===== src/sv/svdpp_pkg.sv =====
// Shared types, codes and saturation helpers of the SVD++ factor engine.
package svdpp_pkg;

  localparam int QW   = 32;   // Q8.24 word
  localparam int SW   = 50;   // wide signed sum width
  localparam int PW   = 42;   // product register width
  localparam int BW   = 33;   // second multiplier operand width
  localparam int INVW = 25;   // Q0.24 inverse square root, up to 1.0

  typedef logic signed [QW-1:0] q_t;
  typedef logic signed [SW-1:0] wide_t;

  localparam wide_t QMAX_W = 50'sd2147483647;
  localparam wide_t QMIN_W = -50'sd2147483648;

  localparam logic [2:0] CMD_PREDICT  = 3'd0;
  localparam logic [2:0] CMD_BEGIN    = 3'd1;
  localparam logic [2:0] CMD_IMPLICIT = 3'd2;
  localparam logic [2:0] CMD_TRAIN    = 3'd3;
  localparam logic [2:0] CMD_UPDATE   = 3'd4;
  localparam logic [2:0] CMD_LOAD_U   = 3'd5;
  localparam logic [2:0] CMD_LOAD_I   = 3'd6;
  localparam logic [2:0] CMD_SPARE    = 3'd7;

  localparam logic [2:0] REG_MEAN     = 3'd0;
  localparam logic [2:0] REG_BRATE    = 3'd1;
  localparam logic [2:0] REG_BDECAY   = 3'd2;
  localparam logic [2:0] REG_FRATE    = 3'd3;
  localparam logic [2:0] REG_FDECAY   = 3'd4;
  localparam logic [2:0] REG_IRATE    = 3'd5;
  localparam logic [2:0] REG_IDECAY   = 3'd6;
  localparam logic [2:0] REG_NONE     = 3'd7;

  // Clamp a wide signed value to the signed 32-bit range.
  function automatic q_t sat32(input wide_t v);
    q_t r;
    if (v > QMAX_W) begin
      r = q_t'(QMAX_W);
    end else if (v < QMIN_W) begin
      r = q_t'(QMIN_W);
    end else begin
      r = q_t'(v);
    end
    return r;
  endfunction

  function automatic wide_t wq(input q_t v);
    return wide_t'(v);
  endfunction

endpackage


===== src/sv/svdpp_isqrt.sv =====
// Bit-serial inverse square root: floor(2^24 / sqrt(n)), each result bit found by a square phase and a test phase.
module svdpp_isqrt (
  input  logic                        clk,
  input  logic                        rst_n,
  input  logic                        start,
  input  logic [15:0]                 n,
  output logic                        busy,
  output logic [svdpp_pkg::INVW-1:0]  root
);
  import svdpp_pkg::*;

  typedef enum logic {PH_SQ, PH_TEST} ph_t;

  localparam logic [INVW-1:0] ONE_Q = INVW'(1) << 24;
  localparam logic [65:0]     LIM   = 66'(1) << 48;

  ph_t              ph_r, ph_nxt;
  logic             busy_r, busy_nxt;
  logic [INVW-1:0]  r_r, r_nxt;
  logic [4:0]       bit_r, bit_nxt;
  logic [49:0]      sq_r, sq_nxt;
  logic [15:0]      n_r, n_nxt;
  logic [INVW-1:0]  cand;
  logic [65:0]      scaled;

  assign cand   = r_r | (INVW'(1) << bit_r);
  assign scaled = 66'(sq_r) * 66'(n_r);
  assign busy   = busy_r;
  assign root   = r_r;

  always_comb begin
    ph_nxt   = ph_r;
    busy_nxt = busy_r;
    r_nxt    = r_r;
    bit_nxt  = bit_r;
    sq_nxt   = sq_r;
    n_nxt    = n_r;
    if (start) begin
      busy_nxt = 1'b1;
      r_nxt    = '0;
      bit_nxt  = 5'd24;
      ph_nxt   = PH_SQ;
      n_nxt    = (n == 16'd0) ? 16'd1 : n;
    end else if (busy_r) begin
      unique case (ph_r)
        PH_SQ: begin
          sq_nxt = 50'(cand) * 50'(cand);
          ph_nxt = PH_TEST;
        end
        PH_TEST: begin
          if (cand <= ONE_Q && scaled <= LIM) begin
            r_nxt = cand;
          end
          if (bit_r == 5'd0) begin
            busy_nxt = 1'b0;
          end else begin
            bit_nxt = bit_r - 5'd1;
          end
          ph_nxt = PH_SQ;
        end
        default: ph_nxt = PH_SQ;
      endcase
    end
  end

  always_ff @(posedge clk) begin
    if (!rst_n) begin
      ph_r   <= PH_SQ;
      busy_r <= 1'b0;
      r_r    <= '0;
      bit_r  <= '0;
    end else begin
      ph_r   <= ph_nxt;
      busy_r <= busy_nxt;
      r_r    <= r_nxt;
      bit_r  <= bit_nxt;
    end
    sq_r <= sq_nxt;
    n_r  <= n_nxt;
  end

endmodule


===== config.mk =====
export PLATFORM = sky130hd
export DESIGN_NAME = svdpp_isqrt
export DESIGN_NICKNAME = d
export VERILOG_FILES = /design/src/sv/svdpp_pkg.sv /design/src/sv/svdpp_isqrt.sv
export SDC_FILE = /design/constraint.sdc
export NUM_CORES = 2
export LEC_CHECK = 0
export BUFFER_PORTS_ARGS = -buffer_cell sky130_fd_sc_hd__buf_2
export CAP_MARGIN = 20
export CORE_UTILIZATION = 61
export CTS_BUF_LIST = sky130_fd_sc_hd__clkbuf_16
export DETAILED_ROUTE_END_ITERATION = 12
export PLACE_DENSITY = 0.8
export REMOVE_ABC_BUFFERS = 1
export SETUP_SLACK_MARGIN = 0.02
export SLEW_MARGIN = 20
export SYNTH_ARGS = -nofsm -noshare
export SYNTH_HDL_FRONTEND = slang
export SYNTH_SLANG_ARGS = --single-unit

===== constraint.sdc =====
create_clock -name clk -period 7.57 [get_ports clk]
set_input_delay 1.1355 -clock clk [delete_from_list [all_inputs] [get_ports clk]]
set_output_delay 1.1355 -clock clk [all_outputs]
set_load 0.02 [all_outputs]

Word-level counts from Yosys, hierarchy flattened
Cells that the tools add are included.

Bits in registers: 98. Input bits: 19.

Add/subtract/negate cells: 1. Multiply operators: 2. Magnitude comparators: 2. Equal/unequal tests: 1. Shift operators: 1. Muxes and demuxes: 9. Bitwise logic cells: 5. Reduce and logical (&&, ||, !) cells: 10.

Operator list (number): $le 66x49->1 const B (1); $mul 50x16->66 (1); $mul 25x25->50 (1); $le 25x25->1 const B (1); $or 25x25->25 (1); $shl 1x5->25 const A (1); $mux 5 (4); $logic_not 16->1 (1); $reduce_and 3->1 (4); $logic_not 5->1 (1); $sub 5x1->5 const B (1); $mux 1 (4); $not 1->1 (4); $reduce_bool 2->1 (2); $ne 2x2->1 const B (1); $pmux 1 s2 (1); $reduce_or 2->1 (1); $logic_and 1x1->1 (1).

Depth between registers and ports, before layout
Depth after elaboration: 5. Depth in mapped cells: 34. Gate-level depth less buffers: 33.

Least setup slack after synthesis
Ideal clock, no wire load.

Path kind: reg2reg. Start point: register bit_r[0]. End point: register sq_r[46] (data pin). Arrival time: 7758 ps. Data required time: 7306 ps. Setup slack: -451 ps. Cell stages (with the launch flop): 31. Path through: dfxtp_1 inv_1 ha_1 nor2b_1 a31oi_1 clkbuf_1 clkinv_1 clkbuf_1 nand2_1 fa_1 inv_1 fa_1 fa_1 fa_1 fa_1 inv_1 fa_1 inv_1 fa_1 ha_1 a21o_1 a21o_1 a21oi_1 o311a_1 o21ai_0 a221o_1 a31oi_1 or2_1 a41oi_1 a221oi_1 xnor2_1.

Cells in the longest elaborated chain, start to end: 3.

RTL lines: start, declared (RTL line svdpp_isqrt.sv:20) `logic [4:0] bit_r, bit_nxt;`; start signal, assigned (RTL line svdpp_isqrt.sv:76) `bit_r <= bit_nxt;`; $shl 1x5->25 (RTL line svdpp_isqrt.sv:26) `assign cand = r_r | (INVW'(1) << bit_r);`; $or 25x25->25 (RTL line svdpp_isqrt.sv:26); net cand[12] (RTL line svdpp_isqrt.sv:23) `logic [INVW-1:0] cand;`; $mul 25x25->50 (RTL line svdpp_isqrt.sv:47) `sq_nxt = 50'(cand) * 50'(cand);`; end signal, assigned (RTL line svdpp_isqrt.sv:78) `sq_r <= sq_nxt;`; end, declared (RTL line svdpp_isqrt.sv:21) `logic [49:0] sq_r, sq_nxt;`.

The timed path passes the listed nets, and every way through them passes these cells. A chain may end at the register's enable or synchronous reset.

Final worst setup path
Start point: register bit_r[1]. End point: register sq_r[46] (data pin).

Cells in the longest elaborated chain, start to end: 3.

RTL lines (RTL line): $shl 1x5->25 (svdpp_isqrt.sv:26); $or 25x25->25 (svdpp_isqrt.sv:26); $mul 25x25->50 (svdpp_isqrt.sv:47).

No other way between the ends.

==> flow_summary.toml <==
[outcome]
status = "finished with violations"
violations = "negative setup slack"

[drt]
viasPerCell = 5.809
dr_total_vias = 37260
route.detailed.drc = 0
dr.pass1.iters = 6
detail_route.wl_per_cell_um = 20.85
drt_iter0_markers = 2771
detail-route-antenna-nets = 0
wl_mm = 133.8

[power]
irDropWorstVdd_uv = 836.0
power_density_nw_per_um2 = 370.6
design_power_total_w = 0.01989
leakage_nw = 25.50

[worst_setup_path]
end_kind = "flop"
path_max_fanout = 7
slowest_stage = "fa_1"
critPathMostFrequentCell = "fa_1"
max_stage_delay_ns = 0.59
worstPathRequired_ns = 7.71
start_kind = "flop"
crit_arrival_ns = 7.94
criticalPathCategory = "flop to flop"

[hold_path]
hold_path_class = "flop to flop"

[synthesis]
synth.area.top_cells = "fa_1, inv_1, ha_1"
ys_seq_area_share_pct = 5.595
ys_warn_count = 0
ys_ff_latch = 97
synthDistinctLibCells = 105
syn-cell-area_um2 = 46330
synth_area_leader_cell = "fa_1"
synth_edf_count = 65
async_reset_ff_share_pct = 0
synth_top_cell_area_share_pct = 48.78
avgSynthCellArea_um2 = 9.148
synth-main-ff-cell = "edfxtp_1"
syn_inst = 5065

[timing]
fin_ws_ns = -0.2283
period_needed_ns = 7.798
slew_headroom_pct = 46.61
clock-skew-final_ns = 0.02498
max_freq_ghz = 0.1282
timing.final.hold_violations = 0
worst_pin_slew_ns = 0.8008
finalSetupTns_ns = -0.6996
fin_crit_sh_pct = 103.0
final-max-slew-violation-count = 0
rsz0062_at_grt = "true"
setup_violations = 7
fin_hold_ws_ns = 0.5163

[cts]
cts.sinks = 97
clockRootBuffer = "clkbuf_16"
clk_pin_slew_ns = 0.09
cts_buffers = 9
insertion_delay_ns = 0.41
postCtsHoldBufs = 0
cts_tree = "done"
clockBufferDepth = 2
h-tree-depth = 3

[grt]
grt_first_pass_wirelength_mm = 210.3
grt_max_degree = 50
antenna_found_initial = 0
grt_pass1_vias = 40060
grt_overflow = 0
grtUsageTotal_pct = 35.08

[layout]
num_antenna_cells = 0
synthToLayoutAreaGrowth_pct = 15.82
utilization_pct = 71.72
layout-drive-gt1-share_pct = 18.31
nNetsFinal = 6911

[floorplanning]
dieArea_um2 = 77060
io_pins = 45
core_um2 = 74820
fp-row-count = 100
die_y_um = 277.6
die_w_um = 277.6
start_util_pct = 61.92

[place]
dp_worst_setup_slack_ns = -0.5467
hpwl_mm = 109.4
place.port_buffers = 44
gp_congestion = 1.066

[run]
maxCapViolCount = 0
[area by class of cell]
cell class | count | area (µm²)
inverter | 1118 | 4227
clock buffer | 9 | 225.2
multi-input combinational | 3598 | 39960
clock inverter | 7 | 78.83
fill | 5447 | 21160
timing repair buffer | 617 | 5354
sequential | 97 | 2606
tap | 969 | 1212
[worst max-delay path: cells and delay by family (launching register included)]
kind            cells  cell delay [ns]
fa+ha+maj           9             3.66
compound gates      9             2.09
buf+inv             8             0.90
flops               1             0.39
simple gates        3             0.35
xor+xnor            1             0.12
[synth_stat cells, types with 5 or more instances]
cell         n
a211oi_1     9
a21boi_0     5
a21o_1      65
a21oi_1    139
a31o_2       7
a31oi_1     18
and2_1     441
and3_1      13
and4_1       7
buf_1        8
buf_2       29
buf_4       13
buf_6        5
clkbuf_1   201
dfxtp_1     32
edfxtp_1    65
fa_1      1129
ha_1       322
inv_1     1108
inv_2        6
mux2i_1      5
nand2_1    599
nand2b_1     8
nand3_1     40
nand4_1     57
nor2_1     289
nor2b_1     14
nor3_1      27
nor4_1      17
o211ai_1    16
o21a_1      30
o21ai_0     77
o21ai_1      8
o21ai_2     23
o21bai_1    14
o31ai_1      6
or3_1        5
xnor2_1     60
xor2_1      31
[flip-flops by register name, indices dropped and copies added, names as in the netlist]
signal	count
bit_r	5
busy	1
n_r	16
ph_r	1
root	25
sq_r	49
[cells in the final DEF (no fill, tap or decap), types with 9 or more instances in the layout]
cell / instances
fa_1: 1093
inv_1: 1082
nand2_1: 572
buf_4: 477
and2_1: 435
ha_1: 288
nor2_1: 249
a21oi_1: 103
edfxtp_1: 65
o21ai_0: 60
a21o_1: 58
nand4_1: 57
xnor2_1: 57
buf_2: 45
buf_12: 43
buf_6: 41
nand3_1: 37
fa_2: 36
o21ai_2: 32
ha_4: 31
nor2_2: 30
o21a_1: 30
xor2_1: 30
a21oi_2: 27
inv_2: 27
dfxtp_1: 27
nor3_1: 24
nand2_2: 20
o211ai_1: 16
clkbuf_16: 15
o21ai_1: 14
a21oi_4: 13
nor4_1: 13
a31oi_1: 12
nor2_4: 12
o21bai_1: 11
and3_1: 11
nor2b_1: 9
conb_1: 9
[through the flow]
step | cells | area [µm²]
2_1_floorplan | 4813 | 45250
3_3_place_gp | 6286 | 50520
3_5_place_dp | 6286 | 50520
4_1_cts | 6328 | 51660
5_1_grt | 6415 | 53670
6_report | 6415 | 53670
[power breakdown]
group | total, W | switching, W | internal [W]
Sequential | 0.000607 | 0.0000257 | 0.000581
Clock | 0.000508 | 0.000272 | 0.000236
Combinational | 0.0188 | 0.0111 | 0.00766
[timing repair]
| item | 4_1_cts | 5_1_grt |
|---|---|---|
| buffers inserted | 27 | 82 |
| gates cloned | 0 | 8 |
| gates resized for setup | 163 | 264 |
| endpoints found under the setup margin | 47 | 46 |
| pin swaps | 64 | 161 |
[worst paths after layout]
path                    startpoint               endpoint  slack [ns]  cells past startpoint
min          root[21]$_SDFFE_PP0P_  root[21]$_SDFFE_PP0P_        0.52                      2
max reg2reg  bit_r[1]$_SDFFE_PP0P_     sq_r[46]$_DFFE_PP_       -0.23                     30
min reg2reg  root[21]$_SDFFE_PP0P_  root[21]$_SDFFE_PP0P_        0.52                      2
max          bit_r[1]$_SDFFE_PP0P_     sq_r[46]$_DFFE_PP_       -0.23                     30
[layer usage]
layer	global-route usage [%]	up-vias	share of wire, %
li1	-	16010	-
met1	44.37	19040	37
met2	61.12	1756	50
met3	3.815	456	7.8
met4	15.30	0	5.6
met5	0	-	0
[logic make-up after synthesis]
kind of cell / after synthesis / share of synthesized area [%]
and+or+nand+nor: 1543 / 16.10
adders and majority gates: 1451 / 57.48
buffers and inverters: 1377 / 11.44
AOI/OAI and AO/OA: 496 / 7.456
DFF: 97 / 5.595
xor gates and xnor gates: 92 / 1.755
muxes: 7 / 0.1566
other: 2 / 0.01621
Power figures use the tool's default switching activity.
